`src/design/crm_pkg.sv`:
```
// ----------------------------------------------------------------------------
// Circle rasterizer package
// Shared widths, mode and command codes, decision constants and the job record
// passed from the step engine to the pixel emitter.
// ----------------------------------------------------------------------------
package crm_pkg;

   localparam int COORD_BITS     = 12;
   localparam int RADIUS_BITS    = 11;
   localparam int PIX_BITS       = COORD_BITS + 2;
   localparam int SX_BITS        = RADIUS_BITS + 2;
   localparam int SY_BITS        = RADIUS_BITS + 1;
   localparam int DEC_BITS       = RADIUS_BITS + 5;
   localparam int SQ_BITS        = 2 * RADIUS_BITS;
   localparam int MODE_BITS      = 2;
   localparam int QUEUE_DEPTH    = 2;
   localparam int QUEUE_PTR_BITS = 1;
   localparam int SLOT_BITS      = 3;

   localparam logic [MODE_BITS-1:0] MODE_COLUMN    = 2'd0;
   localparam logic [MODE_BITS-1:0] MODE_BRESENHAM = 2'd1;
   localparam logic [MODE_BITS-1:0] MODE_MIDPOINT  = 2'd2;
   localparam logic [MODE_BITS-1:0] MODE_RESET     = MODE_BRESENHAM;

   localparam logic CMD_START = 1'b0;
   localparam logic CMD_STEP  = 1'b1;

   localparam logic [DEC_BITS-1:0] BRES_INIT       = DEC_BITS'(3);
   localparam logic [DEC_BITS-1:0] BRES_INC_AXIAL  = DEC_BITS'(6);
   localparam logic [DEC_BITS-1:0] BRES_INC_DIAG   = DEC_BITS'(10);
   localparam logic [DEC_BITS-1:0] MID_INIT        = DEC_BITS'(1);
   localparam logic [DEC_BITS-1:0] MID_INC         = DEC_BITS'(1);

   localparam logic [SLOT_BITS-1:0] LAST_OCTANT_SLOT = SLOT_BITS'(7);
   localparam logic [SLOT_BITS-1:0] LAST_COLUMN_SLOT = SLOT_BITS'(1);

   typedef enum logic {
      JOB_OCTANT,
      JOB_COLUMN
   } job_kind_type;

   typedef struct packed {
      job_kind_type        kind;
      logic [PIX_BITS-1:0] x_base;
      logic [PIX_BITS-1:0] y_base;
      logic [PIX_BITS-1:0] a;
      logic [PIX_BITS-1:0] b;
      logic                done;
   } job_type;

endpackage

```
`src/design/crm_req_if.sv`:
```
// ----------------------------------------------------------------------------
// Command channel
// Valid/ready channel carrying start and step commands.
// ----------------------------------------------------------------------------
interface crm_req_if;
   logic                             valid;
   logic                             ready;
   logic                             command;
   logic [crm_pkg::COORD_BITS-1:0]   center_x;
   logic [crm_pkg::COORD_BITS-1:0]   center_y;
   logic [crm_pkg::RADIUS_BITS-1:0]  radius;

   modport source (output valid, command, center_x, center_y, radius, input ready);
   modport sink   (input valid, command, center_x, center_y, radius, output ready);
endinterface

```
`src/design/crm_rsp_if.sv`:
```
// ----------------------------------------------------------------------------
// Pixel channel
// Valid/ready channel carrying generated pixels and their step flags.
// ----------------------------------------------------------------------------
interface crm_rsp_if;
   logic                                valid;
   logic                                ready;
   logic signed [crm_pkg::PIX_BITS-1:0] pixel_x;
   logic signed [crm_pkg::PIX_BITS-1:0] pixel_y;
   logic                                last_of_step;
   logic                                curve_done;

   modport source (output valid, pixel_x, pixel_y, last_of_step, curve_done, input ready);
   modport sink   (input valid, pixel_x, pixel_y, last_of_step, curve_done, output ready);
endinterface

```
`src/design/crm_isqrt.sv`:
```
// ----------------------------------------------------------------------------
// Iterative integer square root
// Floor square root, one result bit per cycle.
// ----------------------------------------------------------------------------
module crm_isqrt (
   input  logic                            clock,
   input  logic                            reset,
   input  logic                            start,
   input  logic [crm_pkg::SQ_BITS-1:0]     radicand,
   output logic                            busy,
   output logic [crm_pkg::RADIUS_BITS-1:0] root
);

   logic [crm_pkg::SQ_BITS-1:0] rem_ff;
   logic [crm_pkg::SQ_BITS-1:0] res_ff;
   logic [crm_pkg::SQ_BITS-1:0] bit_ff;
   logic                        busy_ff;
   logic [crm_pkg::SQ_BITS-1:0] trial;
   logic                        fits;

   always_comb begin
      trial = res_ff + bit_ff;
      fits  = rem_ff >= trial;
      busy  = busy_ff;
      root  = res_ff[crm_pkg::RADIUS_BITS-1:0];
   end

   always_ff @(posedge clock) begin
      if (reset) begin
         busy_ff <= 1'b0;
      end else if (start) begin
         rem_ff  <= radicand;
         res_ff  <= '0;
         bit_ff  <= crm_pkg::SQ_BITS'(1) << (crm_pkg::SQ_BITS - 2);
         busy_ff <= 1'b1;
      end else if (busy_ff) begin
         if (fits) begin
            rem_ff <= rem_ff - trial;
            res_ff <= (res_ff >> 1) + bit_ff;
         end else begin
            res_ff <= res_ff >> 1;
         end
         bit_ff <= bit_ff >> 2;
         if (bit_ff[0]) begin
            busy_ff <= 1'b0;
         end
      end
   end

endmodule

```
`src/design/crm_front.sv`:
```
// ----------------------------------------------------------------------------
// Circle step engine
// Accepts commands, holds the circle state, runs one iteration of the selected
// scheme per step and queues a pixel job for the emitter.
// ----------------------------------------------------------------------------
module crm_front (
   input  logic                            clock,
   input  logic                            reset,
   input  logic                            csr_write_enable,
   input  logic [crm_pkg::MODE_BITS-1:0]   csr_write_data,
   crm_req_if.sink                         req,
   input  logic                            queue_full,
   output logic                            push,
   output crm_pkg::job_type                push_job
);

   typedef enum logic [1:0] {
      F_IDLE,
      F_MUL,
      F_START,
      F_ROOT
   } state_type;

   state_type                          state_ff;
   logic [crm_pkg::MODE_BITS-1:0]      mode_ff;
   logic [crm_pkg::COORD_BITS-1:0]     cx_ff;
   logic [crm_pkg::COORD_BITS-1:0]     cy_ff;
   logic [crm_pkg::RADIUS_BITS-1:0]    r_ff;
   logic [crm_pkg::SX_BITS-1:0]        sx_ff;
   logic [crm_pkg::SY_BITS-1:0]        sy_ff;
   logic [crm_pkg::DEC_BITS-1:0]       dec_ff;
   logic                               first_ff;
   logic                               fin_ff;
   logic [crm_pkg::RADIUS_BITS-1:0]    off_ff;
   logic [crm_pkg::PIX_BITS-1:0]       col_ff;
   logic [crm_pkg::SQ_BITS-1:0]        rr_ff;
   logic [crm_pkg::SQ_BITS-1:0]        oo_ff;

   logic                               accept;
   logic                               stepping;
   logic [crm_pkg::DEC_BITS-1:0]       x_ext;
   logic [crm_pkg::DEC_BITS-1:0]       y_ext;
   logic                               dec_neg;
   logic [crm_pkg::DEC_BITS-1:0]       bres_x;
   logic [crm_pkg::DEC_BITS-1:0]       bres_y;
   logic [crm_pkg::DEC_BITS-1:0]       bres_d;
   logic                               bres_fin;
   logic [crm_pkg::DEC_BITS-1:0]       mid_x;
   logic [crm_pkg::DEC_BITS-1:0]       mid_y;
   logic [crm_pkg::DEC_BITS-1:0]       mid_d;
   logic                               mid_fin;
   logic [crm_pkg::SX_BITS-1:0]        two_r;
   logic                               col_over;
   logic [crm_pkg::SX_BITS-1:0]        col_next_x;
   logic                               col_fin;
   logic [crm_pkg::RADIUS_BITS-1:0]    col_off;
   logic [crm_pkg::PIX_BITS-1:0]       col_base;
   logic                               sq_start;
   logic                               sq_busy;
   logic [crm_pkg::RADIUS_BITS-1:0]    sq_root;
   logic [crm_pkg::PIX_BITS-1:0]       cx_pix;
   logic [crm_pkg::PIX_BITS-1:0]       cy_pix;

   crm_isqrt u_isqrt (
      .clock    (clock),
      .reset    (reset),
      .start    (sq_start),
      .radicand (rr_ff - oo_ff),
      .busy     (sq_busy),
      .root     (sq_root)
   );

   always_comb begin
      req.ready = (state_ff == F_IDLE) && !queue_full;
      accept    = req.valid && req.ready;
      stepping  = accept && (req.command == crm_pkg::CMD_STEP) && !fin_ff;
      sq_start  = (state_ff == F_START);
      cx_pix    = crm_pkg::PIX_BITS'(cx_ff);
      cy_pix    = crm_pkg::PIX_BITS'(cy_ff);

      x_ext   = crm_pkg::DEC_BITS'(sx_ff);
      y_ext   = crm_pkg::DEC_BITS'(sy_ff);
      dec_neg = dec_ff[crm_pkg::DEC_BITS-1];

      bres_x = x_ext + crm_pkg::DEC_BITS'(1);
      if (dec_neg) begin
         bres_y = y_ext;
         bres_d = dec_ff + (x_ext << 2) + crm_pkg::BRES_INC_AXIAL;
      end else begin
         bres_y = y_ext - crm_pkg::DEC_BITS'(1);
         bres_d = dec_ff + ((x_ext - y_ext) << 2) + crm_pkg::BRES_INC_DIAG;
      end
      bres_fin = $signed(bres_x) > $signed(bres_y);

      if (first_ff) begin
         mid_x = x_ext;
         mid_y = y_ext;
         mid_d = dec_ff;
      end else begin
         mid_x = x_ext + crm_pkg::DEC_BITS'(1);
         if (dec_neg) begin
            mid_y = y_ext;
            mid_d = dec_ff + (mid_x << 1) + crm_pkg::MID_INC;
         end else begin
            mid_y = y_ext - crm_pkg::DEC_BITS'(1);
            mid_d = dec_ff + ((mid_x - mid_y) << 1) + crm_pkg::MID_INC;
         end
      end
      mid_fin = $signed(mid_x) > $signed(mid_y);

      two_r      = crm_pkg::SX_BITS'({r_ff, 1'b0});
      col_over   = sx_ff > two_r;
      col_next_x = sx_ff + crm_pkg::SX_BITS'(1);
      col_fin    = col_next_x > two_r;
      if (sx_ff <= crm_pkg::SX_BITS'(r_ff)) begin
         col_off = crm_pkg::RADIUS_BITS'(crm_pkg::SX_BITS'(r_ff) - sx_ff);
      end else begin
         col_off = crm_pkg::RADIUS_BITS'(sx_ff - crm_pkg::SX_BITS'(r_ff));
      end
      col_base = cx_pix - crm_pkg::PIX_BITS'(r_ff) + crm_pkg::PIX_BITS'(sx_ff);

      push     = 1'b0;
      push_job = '{kind: crm_pkg::JOB_OCTANT, x_base: cx_pix, y_base: cy_pix,
                   a: x_ext[crm_pkg::PIX_BITS-1:0], b: y_ext[crm_pkg::PIX_BITS-1:0],
                   done: bres_fin};
      if (stepping && (mode_ff == crm_pkg::MODE_BRESENHAM)) begin
         push = 1'b1;
      end else if (stepping && (mode_ff == crm_pkg::MODE_MIDPOINT)) begin
         push       = 1'b1;
         push_job.a = mid_x[crm_pkg::PIX_BITS-1:0];
         push_job.b = mid_y[crm_pkg::PIX_BITS-1:0];
         push_job.done = mid_fin;
      end else if ((state_ff == F_ROOT) && !sq_busy && !queue_full) begin
         push     = 1'b1;
         push_job = '{kind: crm_pkg::JOB_COLUMN, x_base: col_ff, y_base: cy_pix,
                      a: '0, b: crm_pkg::PIX_BITS'(sq_root), done: fin_ff};
      end
   end

   always_ff @(posedge clock) begin
      if (reset) begin
         state_ff <= F_IDLE;
         mode_ff  <= crm_pkg::MODE_RESET;
         cx_ff    <= '0;
         cy_ff    <= '0;
         r_ff     <= '0;
         sx_ff    <= '0;
         sy_ff    <= '0;
         dec_ff   <= '0;
         first_ff <= 1'b0;
         fin_ff   <= 1'b1;
      end else begin
         if (csr_write_enable) begin
            mode_ff <= csr_write_data;
         end
         unique case (state_ff)
            F_IDLE: begin
               if (accept && (req.command == crm_pkg::CMD_START)) begin
                  cx_ff    <= req.center_x;
                  cy_ff    <= req.center_y;
                  r_ff     <= req.radius;
                  sx_ff    <= '0;
                  sy_ff    <= (mode_ff == crm_pkg::MODE_COLUMN) ? '0
                              : crm_pkg::SY_BITS'(req.radius);
                  first_ff <= (mode_ff == crm_pkg::MODE_MIDPOINT);
                  fin_ff   <= (mode_ff != crm_pkg::MODE_COLUMN)
                              && (mode_ff != crm_pkg::MODE_BRESENHAM)
                              && (mode_ff != crm_pkg::MODE_MIDPOINT);
                  unique case (mode_ff)
                     crm_pkg::MODE_BRESENHAM: begin
                        dec_ff <= crm_pkg::BRES_INIT
                                  - crm_pkg::DEC_BITS'({req.radius, 1'b0});
                     end
                     crm_pkg::MODE_MIDPOINT: begin
                        dec_ff <= crm_pkg::MID_INIT - crm_pkg::DEC_BITS'(req.radius);
                     end
                     default: begin
                        dec_ff <= '0;
                     end
                  endcase
               end else if (stepping) begin
                  unique case (mode_ff)
                     crm_pkg::MODE_COLUMN: begin
                        if (col_over) begin
                           fin_ff <= 1'b1;
                        end else begin
                           off_ff   <= col_off;
                           col_ff   <= col_base;
                           sx_ff    <= col_next_x;
                           fin_ff   <= col_fin;
                           state_ff <= F_MUL;
                        end
                     end
                     crm_pkg::MODE_BRESENHAM: begin
                        sx_ff  <= bres_x[crm_pkg::SX_BITS-1:0];
                        sy_ff  <= bres_y[crm_pkg::SY_BITS-1:0];
                        dec_ff <= bres_d;
                        fin_ff <= bres_fin;
                     end
                     crm_pkg::MODE_MIDPOINT: begin
                        sx_ff    <= mid_x[crm_pkg::SX_BITS-1:0];
                        sy_ff    <= mid_y[crm_pkg::SY_BITS-1:0];
                        dec_ff   <= mid_d;
                        fin_ff   <= mid_fin;
                        first_ff <= 1'b0;
                     end
                     default: begin
                     end
                  endcase
               end
            end
            F_MUL: begin
               rr_ff    <= crm_pkg::SQ_BITS'(r_ff) * crm_pkg::SQ_BITS'(r_ff);
               oo_ff    <= crm_pkg::SQ_BITS'(off_ff) * crm_pkg::SQ_BITS'(off_ff);
               state_ff <= F_START;
            end
            F_START: begin
               state_ff <= F_ROOT;
            end
            F_ROOT: begin
               if (!sq_busy && !queue_full) begin
                  state_ff <= F_IDLE;
               end
            end
            default: begin
               state_ff <= F_IDLE;
            end
         endcase
      end
   end

endmodule

```
`src/design/crm_queue.sv`:
```
// ----------------------------------------------------------------------------
// Job queue
// Two-entry first-in first-out buffer between the step engine and the emitter.
// ----------------------------------------------------------------------------
module crm_queue (
   input  logic             clock,
   input  logic             reset,
   input  logic             push,
   input  crm_pkg::job_type push_job,
   input  logic             pop,
   output crm_pkg::job_type pop_job,
   output logic             full,
   output logic             empty
);

   crm_pkg::job_type                    mem_ff [crm_pkg::QUEUE_DEPTH];
   logic [crm_pkg::QUEUE_PTR_BITS-1:0]  wr_ptr_ff;
   logic [crm_pkg::QUEUE_PTR_BITS-1:0]  rd_ptr_ff;
   logic [crm_pkg::QUEUE_PTR_BITS:0]    count_ff;

   always_comb begin
      full    = count_ff == (crm_pkg::QUEUE_PTR_BITS+1)'(crm_pkg::QUEUE_DEPTH);
      empty   = count_ff == '0;
      pop_job = mem_ff[rd_ptr_ff];
   end

   always_ff @(posedge clock) begin
      if (push && !full) begin
         mem_ff[wr_ptr_ff] <= push_job;
      end
   end

   always_ff @(posedge clock) begin
      if (reset) begin
         wr_ptr_ff <= '0;
         rd_ptr_ff <= '0;
         count_ff  <= '0;
      end else begin
         if (push && !full) begin
            wr_ptr_ff <= wr_ptr_ff + crm_pkg::QUEUE_PTR_BITS'(1);
         end
         if (pop && !empty) begin
            rd_ptr_ff <= rd_ptr_ff + crm_pkg::QUEUE_PTR_BITS'(1);
         end
         priority if ((push && !full) && !(pop && !empty)) begin
            count_ff <= count_ff + (crm_pkg::QUEUE_PTR_BITS+1)'(1);
         end else if (!(push && !full) && (pop && !empty)) begin
            count_ff <= count_ff - (crm_pkg::QUEUE_PTR_BITS+1)'(1);
         end else begin
            count_ff <= count_ff;
         end
      end
   end

endmodule

```
`src/design/crm_back.sv`:
```
// ----------------------------------------------------------------------------
// Pixel emitter
// Takes one job from the queue and sends its mirrored pixels, one per cycle
// while the pixel channel is ready, through a registered output stage.
// ----------------------------------------------------------------------------
module crm_back (
   input  logic             clock,
   input  logic             reset,
   input  logic             queue_empty,
   input  crm_pkg::job_type pop_job,
   output logic             pop,
   crm_rsp_if.source        rsp
);

   crm_pkg::job_type                 job_ff;
   logic                             have_ff;
   logic [crm_pkg::SLOT_BITS-1:0]    slot_ff;
   logic                             valid_ff;
   logic [crm_pkg::PIX_BITS-1:0]     px_ff;
   logic [crm_pkg::PIX_BITS-1:0]     py_ff;
   logic                             last_ff;
   logic                             done_ff;

   logic                             out_free;
   logic                             load;
   logic [crm_pkg::SLOT_BITS-1:0]    slot;
   logic                             is_last;
   logic [crm_pkg::PIX_BITS-1:0]     px;
   logic [crm_pkg::PIX_BITS-1:0]     py;

   always_comb begin
      out_free = !valid_ff || rsp.ready;
      load     = have_ff && out_free;
      pop      = !have_ff && !queue_empty;

      if (job_ff.kind == crm_pkg::JOB_COLUMN) begin
         slot    = {1'b0, slot_ff[0], 1'b0};
         is_last = slot_ff == crm_pkg::LAST_COLUMN_SLOT;
      end else begin
         slot    = slot_ff;
         is_last = slot_ff == crm_pkg::LAST_OCTANT_SLOT;
      end

      unique case (slot)
         3'd0: begin px = job_ff.x_base + job_ff.a; py = job_ff.y_base + job_ff.b; end
         3'd1: begin px = job_ff.x_base + job_ff.b; py = job_ff.y_base + job_ff.a; end
         3'd2: begin px = job_ff.x_base + job_ff.a; py = job_ff.y_base - job_ff.b; end
         3'd3: begin px = job_ff.x_base - job_ff.b; py = job_ff.y_base + job_ff.a; end
         3'd4: begin px = job_ff.x_base - job_ff.a; py = job_ff.y_base + job_ff.b; end
         3'd5: begin px = job_ff.x_base + job_ff.b; py = job_ff.y_base - job_ff.a; end
         3'd6: begin px = job_ff.x_base - job_ff.a; py = job_ff.y_base - job_ff.b; end
         default: begin px = job_ff.x_base - job_ff.b; py = job_ff.y_base - job_ff.a; end
      endcase

      rsp.valid        = valid_ff;
      rsp.pixel_x      = $signed(px_ff);
      rsp.pixel_y      = $signed(py_ff);
      rsp.last_of_step = last_ff;
      rsp.curve_done   = done_ff;
   end

   always_ff @(posedge clock) begin
      if (reset) begin
         have_ff  <= 1'b0;
         valid_ff <= 1'b0;
         slot_ff  <= '0;
      end else begin
         if (pop) begin
            job_ff  <= pop_job;
            have_ff <= 1'b1;
            slot_ff <= '0;
         end
         if (load) begin
            px_ff    <= px;
            py_ff    <= py;
            last_ff  <= is_last;
            done_ff  <= job_ff.done;
            valid_ff <= 1'b1;
            slot_ff  <= slot_ff + crm_pkg::SLOT_BITS'(1);
            if (is_last) begin
               have_ff <= 1'b0;
            end
         end else if (rsp.ready) begin
            valid_ff <= 1'b0;
         end
      end
   end

endmodule

```
`src/design/circle_rasterizer_multi_mode.sv`:
```
// ----------------------------------------------------------------------------
// Multi-mode circle rasterizer
// Generates circle pixels by column scan with square root, Bresenham or
// midpoint stepping, one scheme iteration per step transaction.
//
//   Channel   Direction  Carries
//   req_chan  in         command, center_x, center_y, radius
//   rsp_chan  out        pixel_x, pixel_y, last_of_step, curve_done
//   csr_*     in         algorithm_mode, written when csr_write_enable is high
//
// A start transaction produces nothing.
// An octant step produces eight pixels, on consecutive cycles while the output
// is not stalled, once its job is taken from the queue; a column step passes
// through the multiply stage and the iterative square root unit first.
// Reset is synchronous and returns the mode to Bresenham with no circle active.
// Output stalls fill the two-entry job queue, after which req_chan.ready drops.
// ----------------------------------------------------------------------------
module circle_rasterizer_multi_mode (
   input  logic                           clock,
   input  logic                           reset,
   input  logic                           csr_write_enable,
   input  logic [crm_pkg::MODE_BITS-1:0]  csr_write_data,
   crm_req_if.sink                        req_chan,
   crm_rsp_if.source                      rsp_chan
);

   logic             push;
   logic             pop;
   logic             queue_full;
   logic             queue_empty;
   crm_pkg::job_type push_job;
   crm_pkg::job_type pop_job;

   crm_front u_front (
      .clock            (clock),
      .reset            (reset),
      .csr_write_enable (csr_write_enable),
      .csr_write_data   (csr_write_data),
      .req              (req_chan),
      .queue_full       (queue_full),
      .push             (push),
      .push_job         (push_job)
   );

   crm_queue u_queue (
      .clock    (clock),
      .reset    (reset),
      .push     (push),
      .push_job (push_job),
      .pop      (pop),
      .pop_job  (pop_job),
      .full     (queue_full),
      .empty    (queue_empty)
   );

   crm_back u_back (
      .clock       (clock),
      .reset       (reset),
      .queue_empty (queue_empty),
      .pop_job     (pop_job),
      .pop         (pop),
      .rsp         (rsp_chan)
   );

endmodule

```
`src/flat_wrapper.sv`:
```
// flat-port wrapper written by rule: the top's interface ports become plain ports
module circle_rasterizer_multi_mode_flat 
  (clock, reset, csr_write_enable, csr_write_data, req_chan_valid, req_chan_command, req_chan_center_x, req_chan_center_y, req_chan_radius, req_chan_ready, rsp_chan_valid, rsp_chan_pixel_x, rsp_chan_pixel_y, rsp_chan_last_of_step, rsp_chan_curve_done, rsp_chan_ready);
  crm_req_if req_chan_i ();
  crm_rsp_if rsp_chan_i ();
  input  logic clock;
  input  logic reset;
  input  logic csr_write_enable;
  input  logic [crm_pkg::MODE_BITS-1:0] csr_write_data;
  input wire logic [$bits(req_chan_i.valid)-1:0] req_chan_valid;
  input wire logic [$bits(req_chan_i.command)-1:0] req_chan_command;
  input wire logic [$bits(req_chan_i.center_x)-1:0] req_chan_center_x;
  input wire logic [$bits(req_chan_i.center_y)-1:0] req_chan_center_y;
  input wire logic [$bits(req_chan_i.radius)-1:0] req_chan_radius;
  output wire logic [$bits(req_chan_i.ready)-1:0] req_chan_ready;
  output wire logic [$bits(rsp_chan_i.valid)-1:0] rsp_chan_valid;
  output wire logic [$bits(rsp_chan_i.pixel_x)-1:0] rsp_chan_pixel_x;
  output wire logic [$bits(rsp_chan_i.pixel_y)-1:0] rsp_chan_pixel_y;
  output wire logic [$bits(rsp_chan_i.last_of_step)-1:0] rsp_chan_last_of_step;
  output wire logic [$bits(rsp_chan_i.curve_done)-1:0] rsp_chan_curve_done;
  input wire logic [$bits(rsp_chan_i.ready)-1:0] rsp_chan_ready;
  assign req_chan_i.valid = req_chan_valid;
  assign req_chan_i.command = req_chan_command;
  assign req_chan_i.center_x = req_chan_center_x;
  assign req_chan_i.center_y = req_chan_center_y;
  assign req_chan_i.radius = req_chan_radius;
  assign req_chan_ready = req_chan_i.ready;
  assign rsp_chan_valid = rsp_chan_i.valid;
  assign rsp_chan_pixel_x = rsp_chan_i.pixel_x;
  assign rsp_chan_pixel_y = rsp_chan_i.pixel_y;
  assign rsp_chan_last_of_step = rsp_chan_i.last_of_step;
  assign rsp_chan_curve_done = rsp_chan_i.curve_done;
  assign rsp_chan_i.ready = rsp_chan_ready;
  circle_rasterizer_multi_mode u_core (.clock(clock), .reset(reset), .csr_write_enable(csr_write_enable), .csr_write_data(csr_write_data), .req_chan(req_chan_i), .rsp_chan(rsp_chan_i));
endmodule
```
`config.mk`:
```
export PLATFORM = sky130hd
export DESIGN_NAME = circle_rasterizer_multi_mode_flat
export DESIGN_NICKNAME = d
export VERILOG_FILES = /design/src/design/crm_pkg.sv /design/src/design/crm_req_if.sv /design/src/design/crm_rsp_if.sv /design/src/design/crm_isqrt.sv /design/src/design/crm_front.sv /design/src/design/crm_queue.sv /design/src/design/crm_back.sv /design/src/design/circle_rasterizer_multi_mode.sv /design/src/flat_wrapper.sv
export SDC_FILE = /design/constraint.sdc
export NUM_CORES = 2
export LEC_CHECK = 0
export BUFFER_PORTS_ARGS = -buffer_cell sky130_fd_sc_hd__clkbuf_2
export CAP_MARGIN = 10
export CORE_AREA = 2 2 250 252
export DETAILED_ROUTE_END_ITERATION = 12
export DIE_AREA = 0 0 252 254
export GPL_TIMING_DRIVEN = 0
export PLACE_DENSITY = 0.78
export SLEW_MARGIN = 20
export SYNTH_ARGS = -nofsm -noshare
export SYNTH_HDL_FRONTEND = slang
export SYNTH_SLANG_ARGS = --single-unit
```
`constraint.sdc`:
```
create_clock -name clock -period 5.1 [get_ports clock]
set_input_delay 1.02 -clock clock [delete_from_list [all_inputs] [get_ports clock]]
set_output_delay 1.02 -clock clock [all_outputs]
set_load 0.02 [all_outputs]
```
==> results.toml <==
[power_and_ir_drop]
clkPwrFrac_pct = 22.3
swShare_pct = 39.8
power_mw = 14.2
p_seq_share_pct = 30.2
switchingPower_mw = 5.66
combinationalPowerShare_pct = 47.5
p_leak_nw = 17.4
vdd_ir_drop_max_v = 0.000238
intPower_mw = 8.57
p_per_area_nw_per_um2 = 351

[clocking]
cts_root_buf = "clkbuf_16"
cts.sinks = 409
cts_tree = "done"
clk_latency_ps = 610
cts_buffers = 43
clkSlewWorstSetupHoldPaths_ps = 60
clock_path_buffers = 3
cts_max_level = 2

[detailed_routing]
wire_per_inst_um = 21.9
drt-initial-drc-count = 2908
via_per_inst = 6.21
ant_nets = 0
dr.pass1.iters = 7
vias = 30297
drcViolationCount = 0
finalWirelength_um = 107000

[grt]
grt_max_degree = 56
grt_util_met2_pct = 53.0
grt_use_met1_pct = 42.6
gr-max-usage-layer = "met2"
antenna_found_initial = 3
gr-total-overflow = 0
grt_first_pass_wirelength_um = 162000
use_met3_pct = 5.75
grt_pass1_vias = 28686
grt.total_usage_pct = 32.9

[yosys]
synth_area_leaders = "edfxtp_1, ha_1, fa_1, xnor2_1, dfxtp_1"
yosysWarnings = 0
synth_cell_types = 95
synth_top_cell_area_share_pct = 26.5
synth.cell_area_um2 = 36000
avgSynthCellArea_um2 = 9.34
async_reset_ff_share_pct = 0
synth_seq_cells = 409
synth_edf_count = 317
yosysTopAreaCell = "edfxtp_1"
ys_seq_area_share_pct = 31.6
synth_ff_type = "edfxtp_1"
syn_inst = 3850

[layout]
fin_nets = 4649
fin_util_pct = 66.2
instances_no_fill = 4876
final_layout_size_suffix_gt1_share_pct = 12.8
area_growth_pct = 12.8

[floorplanning]
io_pins = 75
rows = 91
die-area_um2 = 64000
die_w_um = 252
core_area_um2 = 61300
die_h_um = 254
start_util_pct = 58.7

[placement]
place.gp.congestion = 1.02
port_buffers = 70
dp_slack_ps = -895
dp_hpwl_um = 80000
dp.cells = 4722

[hold_path]
hold_path_class = "reg -> reg"

[sta]
final_hold_viol_count = 0
fin_ws_ps = -188
rsz0062_at_grt = "true"
relSlewSlack_pct = 23.2
fin_crit_sh_pct = 104
fin_hold_ws_ps = 418
slew_viol_final = 0
setup_viol_count_final = 8
skew_ps = 29.3
worst_slew_pin_slew_ps = 1150
max_freq_mhz = 189
period_minus_slack_ps = 5290

[critical_path]
cp_max_fo = 5
worstPathArrival_ps = 5680
cp-end-kind = "register"
worst-setup-path-type = "reg -> reg"
worst_ep_required_time_ps = 5490
worst_setup_path_start_kind = "register"

[outcome]
status = "finished with violations"
violations = "setup timing"

[job]
max_cap_violations = 0
==> metrics by stage <==
stage	TNS, ps	area [um^2]
detailed placement	-19750	37600
CTS	-29.6	39900
global placement	-203770	37400
finish	-510	40600
floorplan	-68.9	36000
global route	-2100	40600
==> cell usage in the layout, fill, tap and decap left out, types with 89 or more instances in the layout <==
cell type  count
xnor2_1      209
nor2_1       312
ha_1         400
fa_1         135
nand2_1      324
inv_1        336
a21oi_1      231
clkbuf_1      89
xor2_1        93
edfxtp_1     317
o21ai_0      173
==> synth_stat cells, types with 12 or more instances <==
| library cell | n |
|---|---|
| nand3_1 | 68 |
| or3_1 | 29 |
| a21o_1 | 67 |
| a211oi_1 | 39 |
| and3_1 | 27 |
| inv_1 | 355 |
| o21bai_1 | 29 |
| nor3b_1 | 12 |
| o211ai_1 | 20 |
| xor2_1 | 95 |
| a22oi_1 | 29 |
| dfxtp_1 | 92 |
| mux2i_1 | 25 |
| fa_1 | 141 |
| o21ai_1 | 16 |
| nor3_1 | 84 |
| nand4_1 | 23 |
| clkbuf_1 | 99 |
| and2_1 | 44 |
| nor4_1 | 12 |
| nor2b_1 | 60 |
| mux2_2 | 72 |
| buf_1 | 12 |
| o21ai_0 | 179 |
| o21a_1 | 47 |
| nor2_1 | 331 |
| buf_2 | 16 |
| a21oi_1 | 242 |
| nand2_1 | 335 |
| a31oi_1 | 42 |
| xnor2_1 | 214 |
| nand2b_1 | 38 |
| edfxtp_1 | 317 |
| ha_1 | 415 |
==> power groups by stage <==
| stage | logic (mW) | clock network (mW) | registers (mW) |
|---|---|---|---|
| after global placement | 6.17 | 0 | 4.37 |
| final | 6.76 | 3.17 | 4.30 |
| after detailed placement | 6.33 | 0 | 4.36 |
| after CTS | 6.50 | 3.19 | 4.29 |
| after global routing | 7.41 | 3.30 | 4.33 |
| after floorplan | 4.76 | 0 | 4.35 |
==> final timing paths <==
kind         slack, ps                                endpoint                                start  cells after the start
max               -190      u_core.u_front.rr_ff[19]$_DFFE_PP_  u_core.u_front.r_ff[5]$_SDFFE_PP0P_                     22
min                420  u_core.u_back.rsp.curve_done$_DFFE_PP_    u_core.u_back.job_ff[0]$_DFFE_PP_                      0
max reg2reg       -190      u_core.u_front.rr_ff[19]$_DFFE_PP_  u_core.u_front.r_ff[5]$_SDFFE_PP0P_                     22
min reg2reg        420  u_core.u_back.rsp.curve_done$_DFFE_PP_    u_core.u_back.job_ff[0]$_DFFE_PP_                      0
==> kinds of logic after synthesis <==
group,share of synthesized area (%)
AO/OA/AOI/OAI,15.9
buffers and inverters,5.20
multiplexers,3.14
adder cells (fa/ha/maj),22.3
AND/OR/NAND/NOR,14.3
other,0.0104
XOR/XNOR,7.53
flip-flops,31.6
==> sequential cells by signal, indices dropped and copies added (netlist names), 13 cells and up <==
name	count
u_core.u_back.job_ff	55
u_core.u_back.rsp.pixel_x	14
u_core.u_back.rsp.pixel_y	14
u_core.u_front.col_ff	14
u_core.u_front.dec_ff	16
u_core.u_front.oo_ff	21
u_core.u_front.rr_ff	21
u_core.u_front.sx_ff	13
u_core.u_front.u_isqrt.rem_ff	22
u_core.u_front.u_isqrt.res_ff	22
u_core.u_queue.mem_ff	110
==> metal layers <==
metal / up-vias / wire length [um]
li1: 14086 / -
met1: 14314 / 42200
met2: 1509 / 48400
met3: 384 / 9790
met4: 4 / 6460
met5: - / 23
==> critical path, cell delays in order (launching register included) <==
cell and delay (ps):
dfxtp_4 370, clkbuf_16 150, nand2_4 50, fa_1 550, inv_2 50, fa_1 500
inv_2 50, fa_1 530, inv_2 40, fa_1 500, inv_2 40, fa_1 510
inv_2 50, ha_4 270, o21a_1 130, o21ai_2 80, nor2_2 170, a211oi_4 100
buf_4 160, o31ai_4 220, nand2_1 70, and3_1 190, nor3_2 280
==> final cells by class <==
type,count,area [um^2]
Antenna cell,1,2.50
Buffer,120,593
Clock buffer,55,1180
Fill cell,4746,20700
Multi-Input combinational cell,2951,23500
Tap cell,790,988
Inverter,364,1480
Sequential cell,409,11400
Clock inverter,25,235
Timing Repair Buffer,161,1200
==> what timing repair did <==
item / 4_1_cts / 5_1_grt
pin swaps: 35 / 48
cloned: 1 / 0
hold buffers: 0 / 0
setup buffers: 47 / 33
resized for setup: 129 / 94
setup endpoints to repair: 61 / 67
(Power assumes the default switching activity.)
